`src/rtl/rnta_pkg.sv`:
```
// types, constants and helpers for the radix number to ascii converter
`default_nettype none

package rnta_pkg;

  localparam int ValueW    = 64;
  localparam int DigW      = 4;
  localparam int NumDig    = 22;
  localparam int BcdW      = NumDig * DigW;
  localparam int CntW      = $clog2(NumDig + 1);
  localparam int DabSteps  = 4;
  localparam int DabCycles = ValueW / DabSteps;
  localparam int DabCntW   = $clog2(DabCycles);

  localparam logic [7:0] AsciiZero  = 8'h30;
  localparam logic [7:0] AsciiAlpha = 8'h57;
  localparam logic [7:0] AsciiMinus = 8'h2d;

  typedef enum logic [1:0] {
    KIND_DEC  = 2'd0,
    KIND_OCT  = 2'd1,
    KIND_HEX  = 2'd2,
    KIND_NONE = 2'd3
  } kind_t;

  typedef enum logic [1:0] {
    ST_IDLE,
    ST_CONV,
    ST_SKIP,
    ST_EMIT
  } state_t;

  typedef struct packed {
    logic load;
    logic dabble;
    logic shift;
    logic emit_sign;
    logic emit_digit;
  } cmd_t;

  typedef struct packed {
    logic top_zero;
    logic one_left;
    logic neg;
    logic out_free;
  } stat_t;

  function automatic logic [7:0] glyph(input logic [DigW-1:0] d);
    logic [7:0] d8;
    d8 = {{(8-DigW){1'b0}}, d};
    if (d < DigW'(10)) begin
      return AsciiZero + d8;
    end else begin
      return AsciiAlpha + d8;
    end
  endfunction

endpackage

`default_nettype wire

```
`src/rtl/rnta_ctrl.sv`:
```
// control state machine of the radix number to ascii converter
`default_nettype none

module rnta_ctrl (
  input  wire logic                 clk,
  input  wire logic                 rst,
  input  wire logic                 in_valid,
  input  wire logic [1:0]           kind,
  output logic                      in_ready,
  input  wire rnta_pkg::stat_t      stat,
  output rnta_pkg::cmd_t            cmd
);

  rnta_pkg::state_t                  state;
  rnta_pkg::state_t                  state_next;
  logic [rnta_pkg::DabCntW-1:0]      dab_cnt;
  logic [rnta_pkg::DabCntW-1:0]      dab_cnt_next;
  logic                              conv_done;
  logic                              skip_more;

  assign conv_done = (dab_cnt == rnta_pkg::DabCntW'(rnta_pkg::DabCycles - 1));
  // leading zero that is not the only remaining digit
  assign skip_more = stat.top_zero && !stat.one_left;

  always_ff @(posedge clk) begin
    if (rst) begin
      state   <= rnta_pkg::ST_IDLE;
      dab_cnt <= '0;
    end else begin
      state   <= state_next;
      dab_cnt <= dab_cnt_next;
    end
  end

  always_comb begin
    state_next = state;
    unique case (state)
      rnta_pkg::ST_IDLE: begin
        if (in_valid) begin
          unique case (rnta_pkg::kind_t'(kind))
            rnta_pkg::KIND_DEC: state_next = rnta_pkg::ST_CONV;
            rnta_pkg::KIND_OCT,
            rnta_pkg::KIND_HEX: state_next = rnta_pkg::ST_SKIP;
            default:            state_next = rnta_pkg::ST_IDLE;
          endcase
        end
      end
      rnta_pkg::ST_CONV: begin
        if (conv_done) begin
          state_next = rnta_pkg::ST_SKIP;
        end
      end
      rnta_pkg::ST_SKIP: begin
        if (!skip_more) begin
          state_next = rnta_pkg::ST_EMIT;
        end
      end
      rnta_pkg::ST_EMIT: begin
        if (stat.out_free && !stat.neg && stat.one_left) begin
          state_next = rnta_pkg::ST_IDLE;
        end
      end
      default: state_next = rnta_pkg::ST_IDLE;
    endcase
  end

  always_comb begin
    in_ready     = 1'b0;
    cmd          = '0;
    dab_cnt_next = dab_cnt;
    unique case (state)
      rnta_pkg::ST_IDLE: begin
        // nothing is taken while reset is held
        in_ready = !rst;
        cmd.load = in_valid && !rst && (kind != rnta_pkg::KIND_NONE);
      end
      rnta_pkg::ST_CONV: begin
        cmd.dabble   = 1'b1;
        dab_cnt_next = dab_cnt + rnta_pkg::DabCntW'(1);
      end
      rnta_pkg::ST_SKIP: begin
        cmd.shift = skip_more;
      end
      rnta_pkg::ST_EMIT: begin
        cmd.emit_sign  = stat.out_free && stat.neg;
        cmd.emit_digit = stat.out_free && !stat.neg;
        cmd.shift      = stat.out_free && !stat.neg;
      end
      default: begin
        in_ready = 1'b0;
      end
    endcase
  end

endmodule

`default_nettype wire

```
`src/rtl/rnta_dp.sv`:
```
// datapath of the radix number to ascii converter: digit register and output stage
`default_nettype none

module rnta_dp (
  input  wire logic                          clk,
  input  wire logic                          rst,
  input  wire logic [1:0]                    kind,
  input  wire logic [rnta_pkg::ValueW-1:0]   value,
  input  wire rnta_pkg::cmd_t                cmd,
  output rnta_pkg::stat_t                    stat,
  output logic                               out_valid,
  input  wire logic                          out_ready,
  output logic [7:0]                         ascii_char,
  output logic                               last
);

  localparam int BcdW = rnta_pkg::BcdW;
  localparam int DigW = rnta_pkg::DigW;

  logic [rnta_pkg::ValueW-1:0]  bin;
  logic [BcdW-1:0]              bcd;
  logic [rnta_pkg::CntW-1:0]    cnt;
  logic                         neg;
  logic                         is_neg;
  logic [BcdW-1:0]              dab_bcd;
  logic [rnta_pkg::ValueW-1:0]  dab_bin;
  logic [BcdW-1:0]              oct_dig;
  logic [DigW-1:0]              top_dig;

  assign top_dig = bcd[BcdW-1 -: DigW];
  assign is_neg  = (kind == rnta_pkg::KIND_DEC) && value[rnta_pkg::ValueW-1];

  assign stat.top_zero = (top_dig == '0);
  assign stat.one_left = (cnt == rnta_pkg::CntW'(1));
  assign stat.neg      = neg;
  assign stat.out_free = !out_valid || out_ready;

  // octal digits widened to one nibble each, top digit holds the last bit
  always_comb begin
    oct_dig = '0;
    for (int d = 0; d < rnta_pkg::NumDig - 1; d++) begin
      oct_dig[d*DigW +: DigW] = {1'b0, value[d*3 +: 3]};
    end
    oct_dig[BcdW-1 -: DigW] = {{(DigW-1){1'b0}}, value[rnta_pkg::ValueW-1]};
  end

  // shift-and-add-3, several bits per cycle
  always_comb begin
    dab_bcd = bcd;
    dab_bin = bin;
    for (int s = 0; s < rnta_pkg::DabSteps; s++) begin
      for (int d = 0; d < rnta_pkg::NumDig; d++) begin
        if (dab_bcd[d*DigW +: DigW] >= DigW'(5)) begin
          dab_bcd[d*DigW +: DigW] = dab_bcd[d*DigW +: DigW] + DigW'(3);
        end
      end
      dab_bcd = {dab_bcd[BcdW-2:0], dab_bin[rnta_pkg::ValueW-1]};
      dab_bin = {dab_bin[rnta_pkg::ValueW-2:0], 1'b0};
    end
  end

  always_ff @(posedge clk) begin
    if (cmd.load) begin
      neg <= is_neg;
      cnt <= rnta_pkg::CntW'(rnta_pkg::NumDig);
      unique case (rnta_pkg::kind_t'(kind))
        rnta_pkg::KIND_DEC: begin
          bin <= is_neg ? (rnta_pkg::ValueW'(0) - value) : value;
          bcd <= '0;
        end
        rnta_pkg::KIND_OCT: begin
          bin <= '0;
          bcd <= oct_dig;
        end
        default: begin
          bin <= '0;
          bcd <= {{(BcdW-rnta_pkg::ValueW){1'b0}}, value};
        end
      endcase
    end else begin
      if (cmd.dabble) begin
        bin <= dab_bin;
        bcd <= dab_bcd;
      end
      if (cmd.shift) begin
        bcd <= {bcd[BcdW-DigW-1:0], {DigW{1'b0}}};
        cnt <= cnt - rnta_pkg::CntW'(1);
      end
      if (cmd.emit_sign) begin
        neg <= 1'b0;
      end
    end
  end

  always_ff @(posedge clk) begin
    if (cmd.emit_sign) begin
      ascii_char <= rnta_pkg::AsciiMinus;
      last       <= 1'b0;
    end else if (cmd.emit_digit) begin
      ascii_char <= rnta_pkg::glyph(top_dig);
      last       <= (cnt == rnta_pkg::CntW'(1));
    end
  end

  always_ff @(posedge clk) begin
    if (rst) begin
      out_valid <= 1'b0;
    end else if (cmd.emit_sign || cmd.emit_digit) begin
      out_valid <= 1'b1;
    end else if (out_ready) begin
      out_valid <= 1'b0;
    end
  end

endmodule

`default_nettype wire

```
`src/rtl/radix_number_to_ascii_core.sv`:
```
// top level of the radix number to ascii converter
`default_nettype none

// Converts one 64-bit value per item into ASCII text, most significant digit
// first, one character per output item, with last set on the final character.
// kind selects signed decimal (a negative value gives '-' then its magnitude),
// unsigned octal or unsigned lower-case hex; kind three is taken and dropped
// with no output. Zero gives a single '0' and leading zeros never appear.
// The 22-digit register is walked one digit a cycle from the top: leading
// zeros are dropped, then one character is emitted a cycle while the output
// is not stalled. For decimal, the shift-and-add-3 unit first turns 4 input
// bits a cycle into BCD. The final character sits in the output register
// while the next item is accepted.
module radix_number_to_ascii_core (
  input  wire logic                        clk,
  input  wire logic                        rst,
  // input channel
  input  wire logic                        in_valid,
  output logic                             in_ready,
  input  wire logic [1:0]                  kind,
  input  wire logic [rnta_pkg::ValueW-1:0] value,
  // output channel
  output logic                             out_valid,
  input  wire logic                        out_ready,
  output logic [7:0]                       ascii_char,
  output logic                             last
);

  // commands from the controller, status back from the datapath
  rnta_pkg::cmd_t  cmd;
  rnta_pkg::stat_t stat;

  // sequencer: load, bcd conversion, leading zero skip, character emit
  rnta_ctrl u_ctrl (
    .clk      (clk),
    .rst      (rst),
    .in_valid (in_valid),
    .kind     (kind),
    .in_ready (in_ready),
    .stat     (stat),
    .cmd      (cmd)
  );

  // digit register, magnitude/bcd unit and output register
  rnta_dp u_dp (
    .clk        (clk),
    .rst        (rst),
    .kind       (kind),
    .value      (value),
    .cmd        (cmd),
    .stat       (stat),
    .out_valid  (out_valid),
    .out_ready  (out_ready),
    .ascii_char (ascii_char),
    .last       (last)
  );

endmodule

`default_nettype wire

```
`config.mk`:
```
export PLATFORM = sky130hd
export DESIGN_NAME = radix_number_to_ascii_core
export DESIGN_NICKNAME = d
export VERILOG_FILES = /design/src/rtl/rnta_pkg.sv /design/src/rtl/rnta_ctrl.sv /design/src/rtl/rnta_dp.sv /design/src/rtl/radix_number_to_ascii_core.sv
export SDC_FILE = /design/constraint.sdc
export NUM_CORES = 1
export LEC_CHECK = 0
export BUFFER_PORTS_ARGS = -buffer_cell sky130_fd_sc_hd__buf_2
export CAP_MARGIN = 20
export CORE_MARGIN = 2
export CORE_UTILIZATION = 66
export CTS_BUF_LIST = sky130_fd_sc_hd__clkbuf_2
export DETAILED_ROUTE_END_ITERATION = 12
export PLACE_DENSITY = 0.84
export SYNTH_ARGS = -nofsm -noshare
export SYNTH_HDL_FRONTEND = slang
export SYNTH_SLANG_ARGS = --single-unit
```
`constraint.sdc`:
```
create_clock -name clk -period 7.4 [get_ports clk]
set_input_delay 0.74 -clock clk [delete_from_list [all_inputs] [get_ports clk]]
set_output_delay 0.74 -clock clk [all_outputs]
set_load 0.01 [all_outputs]
```
# Yosys cells after proc, flatten, opt, wreduce, memory -nomap -nowiden
# Index checks and enable logic that the tools add are counted.
[totals]
reg_bits = 174
in_bits = 70
wordCells = 337
[classes]
add_sub_neg = 93
n_lt_le_gt_ge = 89
n_eq_ne = 12
muxes = 112
reduce_logical = 22
[op_table]
columns = ["cell", "count"]
rows = [
  ["$ge A4 B3 Y1 const B", 88],
  ["$add A4 B2 Y4 const B", 84],
  ["$mux W4", 84],
  ["$mux W88", 3],
  ["$mux W64", 4],
  ["$pmux W85 S2", 1],
  ["$sub A1 B64 Y64 const A", 1],
  ["$add A3 B2 Y3 const B", 4],
  ["$mux W3", 4],
  ["$mux W2", 5],
  ["$add A7 B4 Y8 const A", 1],
  ["$mux W8", 1],
  ["$pmux W2 S4", 1],
  ["$add A6 B4 Y7 const A", 1],
  ["$logic_and A1 B1 Y1", 7],
  ["$mux W1", 7],
  ["$eq A2 B2 Y1 const B", 3],
  ["$ne A2 B2 Y1 const B", 3],
  ["$reduce_bool A2 Y1", 3],
  ["$eq A5 B1 Y1 const B", 1],
  ["$sub A5 B1 Y5 const B", 1],
  ["$add A4 B1 Y4 const B", 1],
  ["$eq A2 B1 Y1 const B", 2],
  ["$eq A4 B4 Y1 const B", 1],
  ["11 further kinds", 17],
]

# Longest topological paths before layout
[depth]
ltp_word = 11
depth_mapped = 22
ltp_nobuf = 22

# Modules after synthesis
# From an unflattened synthesis, not the netlist that was laid out.
[hier_totals]
hier_cells = 2483
hier_area_um2 = 19676.4
[by_module_without_submodules]
columns = ["module", "instances", "cells_each", "area_per_inst_um2"]
rows = [
  ["rnta_dp", 1, 2436, 19267.2],
  ["rnta_ctrl", 1, 47, 409.1],
]

# Worst setup path after synthesis
# Ideal clock, no wire load.
[synth_path]
path_type = "register to register"
from = "register u_ctrl.state[0]"
to = "register u_dp.bcd[0], enable pin"
setup_time_ps = 557
arrival_time_ps = 4628
t_required_ps = 6843
path_slack_ps = 2214
stages_incl_launch_ff = 3
path_buffers = 0
cell_sequence = "dfxtp_1 inv_1 o211ai_1"
[synth_between]
elab_chain_len = 3
elab_cells_between_ends = 8
[synth_rtl]
columns = ["element", "line_no", "source"]
rows = [
  ["start: declaration", "rnta_ctrl.sv:14", "rnta_pkg::state_t state;"],
  ["start signal: assignment", "rnta_ctrl.sv:27", "state <= rnta_pkg::ST_IDLE;"],
  ["start signal: assignment", "rnta_ctrl.sv:30", "state <= state_next;"],
  ["$eq A2 B2 Y1, or another cell as far along", "rnta_ctrl.sv:71", "unique case (state)"],
  ["$pmux W1 S2 / $mux W1 (equally long branches)", "rnta_ctrl.sv:71", ""],
  ["$reduce_bool A3 Y1 (no source line) *", "-", ""],
  ["end signal: assignment", "rnta_dp.sv:73", "bcd <= oct_dig;"],
  ["end signal: assignment", "rnta_dp.sv:77", "bcd <= {{(BcdW-rnta_pkg::ValueW){1'b0}}, value};"],
  ["end signal: assignment", "rnta_dp.sv:86", "bcd <= {bcd[BcdW-DigW-1:0], {DigW{1'b0}}};"],
  ["end: declaration", "rnta_dp.sv:21", "logic [BcdW-1:0] bcd;"],
]
# Every way passes the cells marked *; elsewhere a longest branch is shown, timed or not.
# A chain may end at the register's enable or synchronous reset.

# Worst setup path in the final report
[layout_path]
from = "register u_dp.bcd[85]"
to = "register u_dp.bcd[86] (data pin)"
[layout_between]
elab_chain_len = 11
elab_cells_between_ends = 18
[layout_rtl]
columns = ["element", "line_no", "source"]
rows = [
  ["$ge A4 B3 Y1 / $add A3 B2 Y3 (equally long branches)", "rnta_dp.sv:53, rnta_dp.sv:54", ""],
  ["$mux W3", "rnta_dp.sv:53", "if (dab_bcd[d*DigW +: DigW] >= DigW'(5)) begin"],
  ["$ge A4 B3 Y1 / $add A3 B2 Y3 (equally long branches)", "rnta_dp.sv:53, rnta_dp.sv:54", ""],
  ["$mux W3", "rnta_dp.sv:53", ""],
  ["$ge A4 B3 Y1 / $add A3 B2 Y3 (equally long branches)", "rnta_dp.sv:53, rnta_dp.sv:54", ""],
  ["$mux W3", "rnta_dp.sv:53", ""],
  ["$ge A4 B3 Y1 / $add A3 B2 Y3 (equally long branches)", "rnta_dp.sv:53, rnta_dp.sv:54", ""],
  ["$mux W3", "rnta_dp.sv:53", ""],
  ["$mux W88", "rnta_dp.sv:81", "if (cmd.dabble) begin"],
  ["$mux W88 *", "rnta_dp.sv:85", "if (cmd.shift) begin"],
  ["$mux W88 *", "rnta_dp.sv:63", "if (cmd.load) begin"],
]
# Every way passes the cells marked *; elsewhere a longest branch is shown, timed or not. The select of a mux whose other input is x is not followed.

==> results by group <==
Run status
  – Status: finished clean

STA
  – Slew margin rel.: 24.5%
  – Tightest Pin Transition: 1.13 ns
  – Crit path time final: 4.77 ns
  – Clk_skew: 0.0591 ns
  – Setup ws final: 2.63 ns
  – Final TNS setup: 0 ns
  – Hold Vio Cnt, Final: 0
  – Slew Viols, Final: 0
  – RSZ-0062 raised after global routing: no
  – Peak Freq: 0.210 GHz
  – Crit share post-route: 64.5%
  – Setup Viol. Count Final: 0

Floorplanning
  – Cell Rows: 63
  – Width of the chip: 177 um
  – IO Count: 81
  – Core area: 29600 um2
  – Die area: 31400 um2
  – Initial Utilization: 67.0%
  – DIE HEIGHT: 177 um

Place
  – Placer Congestion: 0.959
  – Detailed placement HPWL: 41100 um
  – Area after DPL: 20500 um2
  – Place WS: 2.72 ns
  – Port Buffers: 79

Global routing
  – First-pass GRT wire length: 90600 um
  – GRT Total Usage: 35.0%
  – Largest net degree at the start of global routing: 75
  – Antenna violations before repair: 5
  – Total grt overflow: 0
  – Vias in the first global route: 18800

Finish
  – Design Area, Final: 20700 um2
  – Layout cells sized above 1: 10.2%
  – Synth-to-layout area growth: 4.72%
  – Final Net Count: 2721

Synth
  – Post-synth top cells: o21ai_0 (273), nand2_1 (268), nor2_1 (156), edfxtp_1 (153), a21oi_1 (145)
  – Count leader, synth: o21ai_0
  – Post-synthesis cell count: 2528
  – Area contributors post-synth: edfxtp_1 (23%), o21ai_0 (6.9%), ha_1 (6.4%)
  – Netlist cell types: 86
  – Mapped Nets: 2700
  – Seq cells post-synth: 173
  – Ys Warns: 0
  – Async set or reset register ratio after synthesis: 0%
  – Synth area leader: edfxtp_1
  – Main synth FF type: edfxtp_1
  – EDFF count, synth: 153
  – Average size of a mapped cell: 7.83 um2
  – Post-Syn Area: 19800 um2
  – Yosys top cell area share: 23.2%
  – Sequential fraction of the synthesis area: 25.2%

Clock network
  – Clock transition at the registers of the reported paths: 0.28 ns
  – Clock buffer depth: 2
  – TritonCTS buffer count: 17
  – Root Buffer: clkbuf_2
  – CTS tree: done
  – CTS Sinks: 173
  – Post-CTS setup buffers: 0
  – CTS HTree Levels: 4
  – Clock latency on the worst-skew pair: 0.79 ns
  – Number of hold buffers added after CTS: 0
  – Post_cts resized: 0

Routing
  – Post-DR vias/cell: 6.85
  – DRT Wirelength: 55400 um
  – Vias: 20300
  – Routed Antenna Nets: 0
  – Initial DRC Count: 2419
  – DR DRC count: 0
  – Average wire per standard cell: 18.7 um
  – Drt pass-1 iters: 7

Worst setup path
  – Max incr delay on CP: 0.51 ns
  – Worst path top cell family by delay: compound AO/OA/AOI/OAI gates
  – Worst Path Max Fanout: 6
  – WP buf/inv: 2
  – Reg2reg path depth: 21
  – Crit-path most repeated cell: ha_1
  – Crit path kind: flop to flop
  – Data required, critical path: 8.03 ns
  – Slowest CP cell: edfxtp_1
  – Cell count along the critical path: 21
  – CP arrival: 5.40 ns
  – Setup crit start kind: flop
  – Critical Path Sink Type: flop
  – Crit-path cells: inv_1 > ha_1 > nand2b_1 > a21oi_1 > xnor2_1 > ha_1 > nand2b_1 > a21oi_1 > xnor2_1 > inv_1 > ha_1 > nor2b_1 > or2_2 > a22oi_1 > o22ai_1 > xor2_1 > ha_1 > nand2b_1 > a21bo_2 > mux2_2 > o21ai_0

Run
  – Maxcap violations: 0

Min path
  – Hold path depth: 4
  – Worst hold path type: input pin to flop
worst paths after layout:
kind	start	slack, ns	to
hold reg to reg	u_dp.ascii_char[6]	0.47	u_dp.ascii_char[6]
setup / recovery	u_dp.bcd[85]	2.63	u_dp.bcd[86]
setup reg to reg	u_dp.bcd[85]	2.63	u_dp.bcd[86]
hold / removal	out_ready	0.21	u_dp.out_valid
per-layer routing:
layer | part of all wire, % | global-route usage, % | wire length (um) | vias to the layer above
met5 | 0.033 | 0 | 18 | -
met4 | 3.5 | 13.3 | 1930 | 4
met3 | 9.5 | 5.65 | 5260 | 172
met2 | 46 | 57.7 | 25600 | 974
met1 | 41 | 46.0 | 22600 | 9485
li1 | - | - | - | 9625
cell families (layout without fill, tap and decap cells):
| group | Yosys count | count (layout) | share of synthesized area (%) |
|---|---|---|---|
| compound gates | 986 | 986 | 33.3 |
| simple gates | 837 | 837 | 21.1 |
| buf+inv | 235 | 269 | 4.48 |
| flops | 173 | 173 | 25.2 |
| fa+ha+maj | 102 | 102 | 6.45 |
| mux | 100 | 100 | 5.31 |
| xor+xnor | 94 | 94 | 4.16 |
| other cells | 1 | 5 | 0.0189 |
area by class of cell:
type | instances | area [um2]
repair buffers | 95 | 515
fillers | 2465 | 8830
diodes | 4 | 10.0
well taps | 390 | 488
flip-flops and latches | 173 | 4990
multi-input cells | 2120 | 13900
inverters | 142 | 533
clock inverters | 15 | 150
clock buffers | 17 | 85.1
registers in the layout, summed over array words and instances (netlist names):
register,cells
u_dp.out_valid,1
u_dp.bin,64
u_dp.last,1
u_ctrl.state,2
u_ctrl.dab_cnt,4
u_dp.ascii_char,7
u_dp.cnt,5
u_dp.bcd,88
u_dp.neg,1
tightest hold or removal path, delay by kind of cell:
family | cells | cell delay, ns
and+or+nand+nor | 3 | 0.17
buffers and inverters | 1 | 0.07
per-stage QoR:
| step | std cells | hold WS [ns] | util, % |
|---|---|---|---|
| after detailed placement | 2920 | 0.426 | 69.3 |
| after global routing | 2954 | 0.156 | 70.1 |
| after global placement | 2920 | 0.419 | 69.3 |
| final | 2956 | 0.210 | 70.1 |
| after floorplan | 2528 | 0.466 | - |
| after CTS | 2952 | 0.164 | 70.1 |
placed cells by master (no fill, tap or decap), types with 39 or more instances in the layout:
cell,synthesis,layout
nand2b_1,53,52
inv_1,142,142
a211oi_1,87,87
nor3_1,54,53
mux2_2,39,39
xor2_1,64,64
mux2i_1,60,60
o21a_1,45,45
ha_1,102,102
o31ai_1,54,54
or2_2,61,61
o21ai_0,273,273
nor2_1,156,154
nand2_1,268,267
nand3_1,42,42
edfxtp_1,153,153
buf_2,1,79
a21oi_1,145,145
Power is left out: the tool's default activity adds up to more than one toggle a clock period on the data nets, which glitch-free logic cannot reach.
